### src/utf8sd_pkg.sv
// Shared types and constants for the UTF-8 stream decoder.
// No dependencies; every other file but the checker refers to it by scoped names.
package utf8sd_pkg;

   localparam int BYTE_W = 8;
   localparam int CODE_W = 31;
   localparam int CNT_W  = 3;

   localparam logic [BYTE_W-1:0] LEAD_MIN = 8'hC0;
   localparam logic [BYTE_W-1:0] LEAD_END = 8'hFE;
   localparam logic [1:0]        CONT_TAG = 2'b10;
   localparam logic [CODE_W-1:0] ASCII_MAX = 31'h7F;

   // result produced after any flush of the open sequence
   localparam logic [2:0] TAIL_NONE   = 3'd0;
   localparam logic [2:0] TAIL_CODE   = 3'd1;
   localparam logic [2:0] TAIL_RAW    = 3'd2;
   localparam logic [2:0] TAIL_RAW_FB = 3'd3;
   localparam logic [2:0] TAIL_EOS    = 3'd4;

   // sequence state update when an item retires
   localparam logic [1:0] SEQ_APPEND = 2'd0;
   localparam logic [1:0] SEQ_CLOSE  = 2'd1;
   localparam logic [1:0] SEQ_OPEN   = 2'd2;

   typedef struct packed {
      logic [BYTE_W-1:0] lead;
      logic [CNT_W-1:0]  expected;
      logic [CNT_W-1:0]  received;
   } seq_type;

   typedef struct packed {
      logic [CNT_W-1:0] flush_n;
      logic [2:0]       tail_kind;
      logic [CNT_W-1:0] total_n;
      logic [1:0]       seq_op;
      logic [CNT_W-1:0] new_len;
   } plan_type;

   typedef struct packed {
      logic [CODE_W-1:0] code_point;
      logic              fallback;
      logic              end_of_string;
   } result_type;

endpackage

### src/utf8sd_seq.sv
// Open-sequence state: lead byte, expected length, buffered continuations.
// Depends on utf8sd_pkg.
module utf8sd_seq #(
   parameter int MAX_SEQUENCE_BYTES = 6
) (
   input  logic                                      clock,
   input  logic                                      reset,
   input  logic                                      upd_i,
   input  logic [1:0]                                op_i,
   input  logic [utf8sd_pkg::BYTE_W-1:0]             byte_i,
   input  logic [utf8sd_pkg::CNT_W-1:0]              len_i,
   output utf8sd_pkg::seq_type                       seq_o,
   output logic [MAX_SEQUENCE_BYTES-2:0][utf8sd_pkg::BYTE_W-1:0] cont_o
);

   localparam int DEPTH = MAX_SEQUENCE_BYTES - 1;

   utf8sd_pkg::seq_type seq_ff, seq_in;
   logic [DEPTH-1:0][utf8sd_pkg::BYTE_W-1:0] cont_ff, cont_in;

   always_comb begin
      seq_in  = seq_ff;
      cont_in = cont_ff;
      if (upd_i) begin
         case (op_i)
            utf8sd_pkg::SEQ_APPEND: begin
               seq_in.received = seq_ff.received + utf8sd_pkg::CNT_W'(1);
               for (int i = 0; i < DEPTH; i++) begin
                  if (seq_ff.received == utf8sd_pkg::CNT_W'(i)) begin
                     cont_in[i] = byte_i;
                  end
               end
            end
            utf8sd_pkg::SEQ_OPEN: begin
               seq_in.lead     = byte_i;
               seq_in.expected = len_i;
               seq_in.received = '0;
            end
            default: begin
               seq_in = '0;
            end
         endcase
      end
   end

   always_ff @(posedge clock) begin
      if (reset) begin
         seq_ff <= '0;
      end else begin
         seq_ff <= seq_in;
      end
   end

   always_ff @(posedge clock) begin
      cont_ff <= cont_in;
   end

   assign seq_o  = seq_ff;
   assign cont_o = cont_ff;

endmodule

### src/utf8sd_decode.sv
// Per-byte plan (flush count, trailing result, state update) and result select.
// Depends on utf8sd_pkg.
module utf8sd_decode #(
   parameter int MAX_SEQUENCE_BYTES = 6
) (
   input  logic [utf8sd_pkg::BYTE_W-1:0]                         byte_i,
   input  utf8sd_pkg::seq_type                                   seq_i,
   input  logic [MAX_SEQUENCE_BYTES-2:0][utf8sd_pkg::BYTE_W-1:0] cont_i,
   input  logic [utf8sd_pkg::CNT_W-1:0]                          idx_i,
   output utf8sd_pkg::plan_type                                  plan_o,
   output utf8sd_pkg::result_type                                res_o
);

   localparam int DEPTH = MAX_SEQUENCE_BYTES - 1;
   localparam int CW    = utf8sd_pkg::CNT_W;

   logic [DEPTH-1:0][utf8sd_pkg::BYTE_W-1:0] cx;
   logic                                     seq_open, is_cont, complete, k_small;
   logic [31:0]                              k_wide;
   logic [utf8sd_pkg::CODE_W-1:0]            k;
   logic [2:0]                               start_kind;
   logic [1:0]                               start_op;
   logic [CW-1:0]                            start_len;

   // continuations with the current byte in the next free slot
   always_comb begin
      for (int i = 0; i < DEPTH; i++) begin
         cx[i] = (seq_i.received == CW'(i)) ? byte_i : cont_i[i];
      end
   end

   assign seq_open = (seq_i.expected != '0);
   assign is_cont  = (byte_i[7:6] == utf8sd_pkg::CONT_TAG);
   assign complete = ((CW+1)'(seq_i.received) + (CW+1)'(2)) == (CW+1)'(seq_i.expected);

   always_comb begin
      k_wide = '0;
      for (int n = 2; n <= MAX_SEQUENCE_BYTES; n++) begin
         if (seq_i.expected == CW'(n)) begin
            k_wide = 32'(seq_i.lead & 8'(8'hFF >> (n + 1))) << (6 * (n - 1));
            for (int i = 0; i < n - 1; i++) begin
               k_wide = k_wide | (32'(cx[i][5:0]) << (6 * (n - 2 - i)));
            end
         end
      end
   end

   assign k       = k_wide[utf8sd_pkg::CODE_W-1:0];
   assign k_small = (k <= utf8sd_pkg::ASCII_MAX);

   always_comb begin
      start_len = '0;
      if (byte_i == '0) begin
         start_kind = utf8sd_pkg::TAIL_EOS;
         start_op   = utf8sd_pkg::SEQ_CLOSE;
      end else if (byte_i >= utf8sd_pkg::LEAD_MIN && byte_i < utf8sd_pkg::LEAD_END) begin
         unique case (byte_i[5:2]) inside
            4'b0???: start_len = CW'(2);
            4'b10??: start_len = CW'(3);
            4'b110?: start_len = CW'(4);
            4'b1110: start_len = CW'(5);
            default: start_len = CW'(6);
         endcase
         if (start_len > CW'(MAX_SEQUENCE_BYTES)) begin
            start_kind = utf8sd_pkg::TAIL_RAW_FB;
            start_op   = utf8sd_pkg::SEQ_CLOSE;
         end else begin
            start_kind = utf8sd_pkg::TAIL_NONE;
            start_op   = utf8sd_pkg::SEQ_OPEN;
         end
      end else if (byte_i >= utf8sd_pkg::LEAD_END) begin
         start_kind = utf8sd_pkg::TAIL_RAW_FB;
         start_op   = utf8sd_pkg::SEQ_CLOSE;
      end else begin
         start_kind = utf8sd_pkg::TAIL_RAW;
         start_op   = utf8sd_pkg::SEQ_CLOSE;
      end
   end

   always_comb begin
      plan_o.flush_n   = '0;
      plan_o.tail_kind = start_kind;
      plan_o.seq_op    = start_op;
      plan_o.new_len   = start_len;
      if (seq_open) begin
         if (is_cont && seq_i.received < CW'(DEPTH)) begin
            plan_o.tail_kind = utf8sd_pkg::TAIL_NONE;
            if (complete) begin
               plan_o.seq_op = utf8sd_pkg::SEQ_CLOSE;
               if (k_small) begin
                  plan_o.flush_n = seq_i.received + CW'(2);
               end else begin
                  plan_o.tail_kind = utf8sd_pkg::TAIL_CODE;
               end
            end else begin
               plan_o.seq_op = utf8sd_pkg::SEQ_APPEND;
            end
         end else begin
            // broken sequence: lead and buffered bytes go out raw first
            plan_o.flush_n = seq_i.received + CW'(1);
         end
      end
      plan_o.total_n = plan_o.flush_n
                     + CW'(plan_o.tail_kind != utf8sd_pkg::TAIL_NONE);
   end

   always_comb begin
      res_o = '0;
      if (idx_i < plan_o.flush_n) begin
         if (idx_i == '0) begin
            res_o.code_point = utf8sd_pkg::CODE_W'(seq_i.lead);
            res_o.fallback   = 1'b1;
         end else begin
            for (int i = 0; i < DEPTH; i++) begin
               if (idx_i == CW'(i + 1)) begin
                  res_o.code_point = utf8sd_pkg::CODE_W'(cx[i]);
               end
            end
         end
      end else begin
         case (plan_o.tail_kind)
            utf8sd_pkg::TAIL_CODE: res_o.code_point = k;
            utf8sd_pkg::TAIL_RAW:  res_o.code_point = utf8sd_pkg::CODE_W'(byte_i);
            utf8sd_pkg::TAIL_RAW_FB: begin
               res_o.code_point = utf8sd_pkg::CODE_W'(byte_i);
               res_o.fallback   = 1'b1;
            end
            utf8sd_pkg::TAIL_EOS:  res_o.end_of_string = 1'b1;
            default:               res_o = '0;
         endcase
      end
   end

endmodule

### src/utf8_stream_decoder.sv
// UTF-8 stream decoder top level: input register, result sequencing, output register.
// Depends on utf8sd_pkg, utf8sd_seq, utf8sd_decode.
//
// Usage:
//   req_* carries one byte per item (req_tdata[7:0]); a zero byte ends a string.
//   rsp_* carries one result per item: code point or raw byte, string_invalid,
//   and in rsp_tuser the fallback and end_of_string flags; rsp_tlast marks the
//   last result caused by one input byte.
//   A byte is held in the input register and its results go out one per cycle,
//   while rsp_tready stays high, through the output register: the first result
//   is registered there after the byte, and that register drives rsp_tvalid.
//   Throughput: one byte per cycle while each byte yields at most one result and
//   rsp_tready stays high. A byte yielding more than one result (a flushed sequence,
//   up to six) holds the input register until its last result is emitted. Bytes
//   that only open or extend a sequence retire with no result.
//   When rsp_tready is low the output register holds its result, the input
//   register holds its byte, and req_tready drops once the held byte has a
//   result waiting to go out.
//   Reset closes any open sequence, clears the invalid flag and empties both
//   registers.
module utf8_stream_decoder #(
   parameter int MAX_SEQUENCE_BYTES = 6
) (
   input  logic        clock,
   input  logic        reset,
   input  logic        req_tvalid,
   output logic        req_tready,
   input  logic [7:0]  req_tdata,   // [7:0] byte_value
   output logic        rsp_tvalid,
   input  logic        rsp_tready,
   output logic [31:0] rsp_tdata,   // [30:0] code_point, [31] string_invalid
   output logic [1:0]  rsp_tuser,   // [0] fallback, [1] end_of_string
   output logic        rsp_tlast
);

   localparam int CW = utf8sd_pkg::CNT_W;

   logic                            in_valid_ff, in_valid_in;
   logic [utf8sd_pkg::BYTE_W-1:0]   in_byte_ff, in_byte_in;
   logic [CW-1:0]                   idx_ff, idx_in;
   logic                            invalid_ff, invalid_in;
   logic                            rsp_valid_ff, rsp_valid_in;
   utf8sd_pkg::result_type          rsp_res_ff, rsp_res_in;
   logic                            rsp_inv_ff, rsp_inv_in;
   logic                            rsp_last_ff, rsp_last_in;

   utf8sd_pkg::seq_type             seq;
   logic [MAX_SEQUENCE_BYTES-2:0][utf8sd_pkg::BYTE_W-1:0] cont;
   utf8sd_pkg::plan_type            plan;
   utf8sd_pkg::result_type          res;
   logic                            emit, last_res, done, accept;

   utf8sd_seq #(.MAX_SEQUENCE_BYTES(MAX_SEQUENCE_BYTES)) u_seq (
      .clock  (clock),
      .reset  (reset),
      .upd_i  (done),
      .op_i   (plan.seq_op),
      .byte_i (in_byte_ff),
      .len_i  (plan.new_len),
      .seq_o  (seq),
      .cont_o (cont)
   );

   utf8sd_decode #(.MAX_SEQUENCE_BYTES(MAX_SEQUENCE_BYTES)) u_decode (
      .byte_i (in_byte_ff),
      .seq_i  (seq),
      .cont_i (cont),
      .idx_i  (idx_ff),
      .plan_o (plan),
      .res_o  (res)
   );

   assign emit     = in_valid_ff && (plan.total_n != '0) && (!rsp_valid_ff || rsp_tready);
   assign last_res = (idx_ff == plan.total_n - CW'(1));
   assign done     = in_valid_ff && ((plan.total_n == '0) || (emit && last_res));
   assign req_tready = !in_valid_ff || done;
   assign accept     = req_tvalid && req_tready;

   always_comb begin
      in_valid_in = in_valid_ff;
      in_byte_in  = in_byte_ff;
      if (accept) begin
         in_valid_in = 1'b1;
         in_byte_in  = req_tdata;
      end else if (done) begin
         in_valid_in = 1'b0;
      end

      idx_in = idx_ff;
      if (done) begin
         idx_in = '0;
      end else if (emit) begin
         idx_in = idx_ff + CW'(1);
      end

      invalid_in   = invalid_ff;
      rsp_valid_in = rsp_valid_ff && !rsp_tready;
      rsp_res_in   = rsp_res_ff;
      rsp_inv_in   = rsp_inv_ff;
      rsp_last_in  = rsp_last_ff;
      if (emit) begin
         rsp_valid_in = 1'b1;
         rsp_res_in   = res;
         rsp_inv_in   = invalid_ff || res.fallback;
         rsp_last_in  = last_res;
         // end of string reports the flag, then clears it
         invalid_in   = res.end_of_string ? 1'b0 : (invalid_ff || res.fallback);
      end
   end

   always_ff @(posedge clock) begin
      if (reset) begin
         in_valid_ff  <= 1'b0;
         idx_ff       <= '0;
         invalid_ff   <= 1'b0;
         rsp_valid_ff <= 1'b0;
      end else begin
         in_valid_ff  <= in_valid_in;
         idx_ff       <= idx_in;
         invalid_ff   <= invalid_in;
         rsp_valid_ff <= rsp_valid_in;
      end
   end

   always_ff @(posedge clock) begin
      in_byte_ff  <= in_byte_in;
      rsp_res_ff  <= rsp_res_in;
      rsp_inv_ff  <= rsp_inv_in;
      rsp_last_ff <= rsp_last_in;
   end

   assign rsp_tvalid = rsp_valid_ff;
   assign rsp_tdata  = {rsp_inv_ff, rsp_res_ff.code_point};
   assign rsp_tuser  = {rsp_res_ff.end_of_string, rsp_res_ff.fallback};
   assign rsp_tlast  = rsp_last_ff;

endmodule

### config.mk
export PLATFORM = sky130hd
export DESIGN_NAME = utf8_stream_decoder
export DESIGN_NICKNAME = d
export VERILOG_FILES = /design/src/utf8sd_pkg.sv /design/src/utf8sd_seq.sv /design/src/utf8sd_decode.sv /design/src/utf8_stream_decoder.sv
export SDC_FILE = /design/constraint.sdc
export NUM_CORES = 1
export LEC_CHECK = 0
export ABC_AREA = 1
export BUFFER_PORTS_ARGS = -buffer_cell sky130_fd_sc_hd__buf_2
export CAP_MARGIN = 10
export CORE_AREA = 2 2 109 111
export DETAILED_ROUTE_END_ITERATION = 8
export DIE_AREA = 0 0 111 113
export PLACE_DENSITY = 0.78
export SYNTH_ARGS = -nofsm -noshare
export SYNTH_HDL_FRONTEND = slang
export SYNTH_SLANG_ARGS = --single-unit
### constraint.sdc
create_clock -name clock -period 9.5 [get_ports clock]
set_input_delay 1.9 -clock clock [delete_from_list [all_inputs] [get_ports clock]]
set_output_delay 1.9 -clock clock [all_outputs]
set_load 0.02 [all_outputs]
==> results by group <==
Setup path
  – Startpoint Class: flop
  – Worst r2r src: u_seq.seq_o[1]
  – WP data arrival: about 5.0 ns
  – Crit path required time: around 7.6 ns
  – Reg2reg setup slack: 3.77 ns
  – R2r endpoint: u_seq.seq_o[2]
  – CP Max Fanout: 12
  – WP buf/inv: 3
  – Worst Setup End Kind: primary output
  – Crit-path max cell delay: 0.44 ns
  – WP depth: 25
  – Worst reg2reg path depth: 29
  – Worst path most repeated cell: nand2_1
  – Kind of cell adding the most delay to the critical path: simple AND/OR/NAND/NOR gates
  – Slowest library cell on the worst path: dfxtp_1
  – Kind of critical path: flop to primary output

Place
  – RD Place Congestion: 1.016
  – Worst slack, placed: ~3.0 ns
  – Detailed placement HPWL: 12.89 mm
  – I/O Buffers: 48

Die
  – IO Pins: 49
  – Core Rows: 39
  – Starting Density: 0.5388
  – Core area: 11270 um^2
  – Die W: 111 um
  – Die H: about 110 um
  – Area of the die: around 13000 um^2

Cells and area
  – Core Util, Final: 0.5907
  – Layout fillers: 990
  – Nets: just over 800
  – # diodes: 0
  – Synthesis-to-finish area growth: 9.642%
  – Fraction of layout cells with a size suffix above 1: 0.1159

Worst hold path
  – Hold Path Origin: u_seq.seq_o[12]
  – Hold EP: u_seq.seq_o[12]
  – Worst Hold Class: flop to flop
  – Hold Path Depth: 2

Yosys
  – EDFF count, synth: 83
  – Syn_area_per_cell: between 8 and 9 um^2
  – Multiplexer share of the synthesized area: 0
  – Register area share after synthesis: 0.4763
  – #FFs+latches synth: roughly 100
  – Synth Area in Compound Gates: 0.1481
  – Area fraction of the dominant cell type after synthesis: 0.4104
  – Main synth FF type: edfxtp_1
  – Post-Syn Nets: 777
  – Ys async rst share: 0
  – Synth Area in XOR/XNOR: 0.005768
  – Post-Synth Adder-Cell Area: 0.04326
  – Commonest cells in the netlist: nand2_1 (181), inv_1 (89), edfxtp_1 (83), nor2_1 (78), o21ai_0 (54)
  – Post-synthesis cell area: roughly 6000 um^2
  – Synth area leaders: edfxtp_1 (41%), nand2_1 (11%), dfxtp_1 (6.6%)
  – Synth area leader: edfxtp_1
  – Simple-Gate Fraction of Synth Area: 0.2410
  – Largest family of logic cells by synthesized area: simple AND/OR/NAND/NOR gates
  – Cell count after synthesis: around 740
  – Syn. warnings: 0
  – Synth cell types: 43
  – Count leader, synth: nand2_1

Power
  – PD cells: between 300 and 400 nW/um^2
  – Leak pwr: about 2.8 nW
  – Max IR drop VDD: roughly 450 uV

Outcome
  – Status: completed

Drt
  – Met2 wire length: 7.852 mm
  – DR WL/cell: about 19 um
  – Final WL: 17.55 mm
  – Highest metal used: met4
  – Antenna viol nets, final: 0
  – DRT Pass-1 Iters: 5
  – DR DRC count: 0
  – Drt initial violations: roughly 670
  – M1 WL: approximately 7.5 mm
  – Met3 wire len: approximately 1.5 mm
  – Via count: ~5.4k
  – Vias per cell: 5.833

Clocking
  – Post-CTS resize count: 0
  – CTS tree: done
  – Clk root buf: clkbuf_16
  – Hold buffers post-CTS: 0
  – Clock latency on the worst-skew pair: 0.35 ns
  – CTS clk-pin slew, worst paths: about 0.070 ns
  – Number of buffers created by CTS: 9
  – Clock sinks: 103
  – CTS H-tree lvls: 3
  – Post-CTS Setup Inserts: 0
  – Clock buffer depth: 2

STA
  – Slew HR: 0.3174
  – Final min period: between 6 and 7 ns
  – Period utilisation layout: 0.7261
  – Final setup margin: roughly 2.6 ns
  – Skew final: 0.009694 ns
  – Unrepaired setup endpoints after global routing: no
  – Final TNS setup: 0 ns
  – Setup Viol. Count Final: 0
  – Worst slew pin tran: just over 1 ns
  – Final Max Tran Viols: 0
  – Final hold vios: 0
  – F_max: ~140 MHz

Global routing
  – All-Layer GR Usage: 0.2877
  – Global route overflow: 0
  – First-pass GRT wire length: 27.92 mm
  – Largest net degree at the start of global routing: 43
  – Initial antenna violation count: 0
  – Vias in the first global route: between 5k and 6k

Job
  – Max_cap viols: 0
==> cell type report <==
type / instances / area, um^2 / share of cell area
multi-input cells: 519 / 2669 / 0.4008
clock buffers: 10 / 239.0 / 0.03589
repair buffers: 50 / 255.2 / 0.03833
clock inverters: 6 / 60.06 / 0.009019
inverters: 97 / 364.1 / 0.05468
flip-flops and latches: 103 / 2893 / 0.4344
well taps: 143 / 178.9 / 0.02687
==> worst min-delay path, cell delays in order (launching register included) <==
cell	delay, ns
dfxtp_1	0.31
inv_1	0.05
a211oi_1	0.06
==> power breakdown <==
part | switching, W | internal (W) | leakage, nW
Sequential | 0.0000611 | 0.000643 | 0.935
Combinational | 0.000718 | 0.000295 | 1.69
Clock | 0.000168 | 0.000210 | 0.146
==> metrics by stage <==
step	cells	instance area (um^2)	total power, W	hold WS [ns]
floorplan	744	6073	0.001441	0.4348
global placement	912	6360	0.001698	0.4536
detailed placement	912	6360	0.001708	0.4566
CTS	928	6659	0.002086	0.4684
global route	928	6659	0.002230	0.4911
finish	928	6659	0.002095	0.4645
==> metal layers <==
layer,vias to the layer above,global-route usage
met4,0,0.1425
met2,308,0.4429
met1,2472,0.4020
met3,37,0.04124
li1,2596,-
met5,-,0
==> registers in the layout, indices dropped and copies added (netlist names) <==
| signal | flops |
|---|---|
| idx_ff | 3 |
| rsp_tdata | 31 |
| rsp_tvalid | 1 |
| rsp_tuser | 2 |
| u_seq.cont_o | 40 |
| rsp_tlast | 1 |
| invalid_ff | 1 |
| u_seq.seq_o | 14 |
| in_valid_ff | 1 |
| in_byte_ff | 8 |
| rsp_inv_ff | 1 |
==> worst max-delay path by stage <==
stage	startpoint	endpoint	slack, ns
floorplan	u_seq.seq_o[2]	u_seq.seq_o[2]	2.76
global placement	u_seq.seq_o[1]	req_tready	3.16
detailed placement	u_seq.seq_o[1]	req_tready	3.03
CTS	u_seq.seq_o[1]	req_tready	2.63
global route	u_seq.seq_o[1]	req_tready	2.14
finish	u_seq.seq_o[1]	req_tready	2.60
==> cell usage in the layout, fill, tap and decap left out, drive strengths merged, types with 10 or more instances in the layout <==
cell      n
a21oi    37
buf      50
clkbuf   10
dfxtp    20
edfxtp   83
ha       21
inv      95
nand2   188
nand3    52
nor2     82
o21ai    66
o22ai    11
==> kinds of logic after synthesis <==
family                   count (synthesis)
adder cells (fa/ha/maj)                 21
XOR/XNOR                                 4
AND/OR/NAND/NOR                        343
AO/OA/AOI/OAI                          151
flip-flops                             103
buffers and inverters                  122
Note: power is estimated with default switching activity, not from simulation.
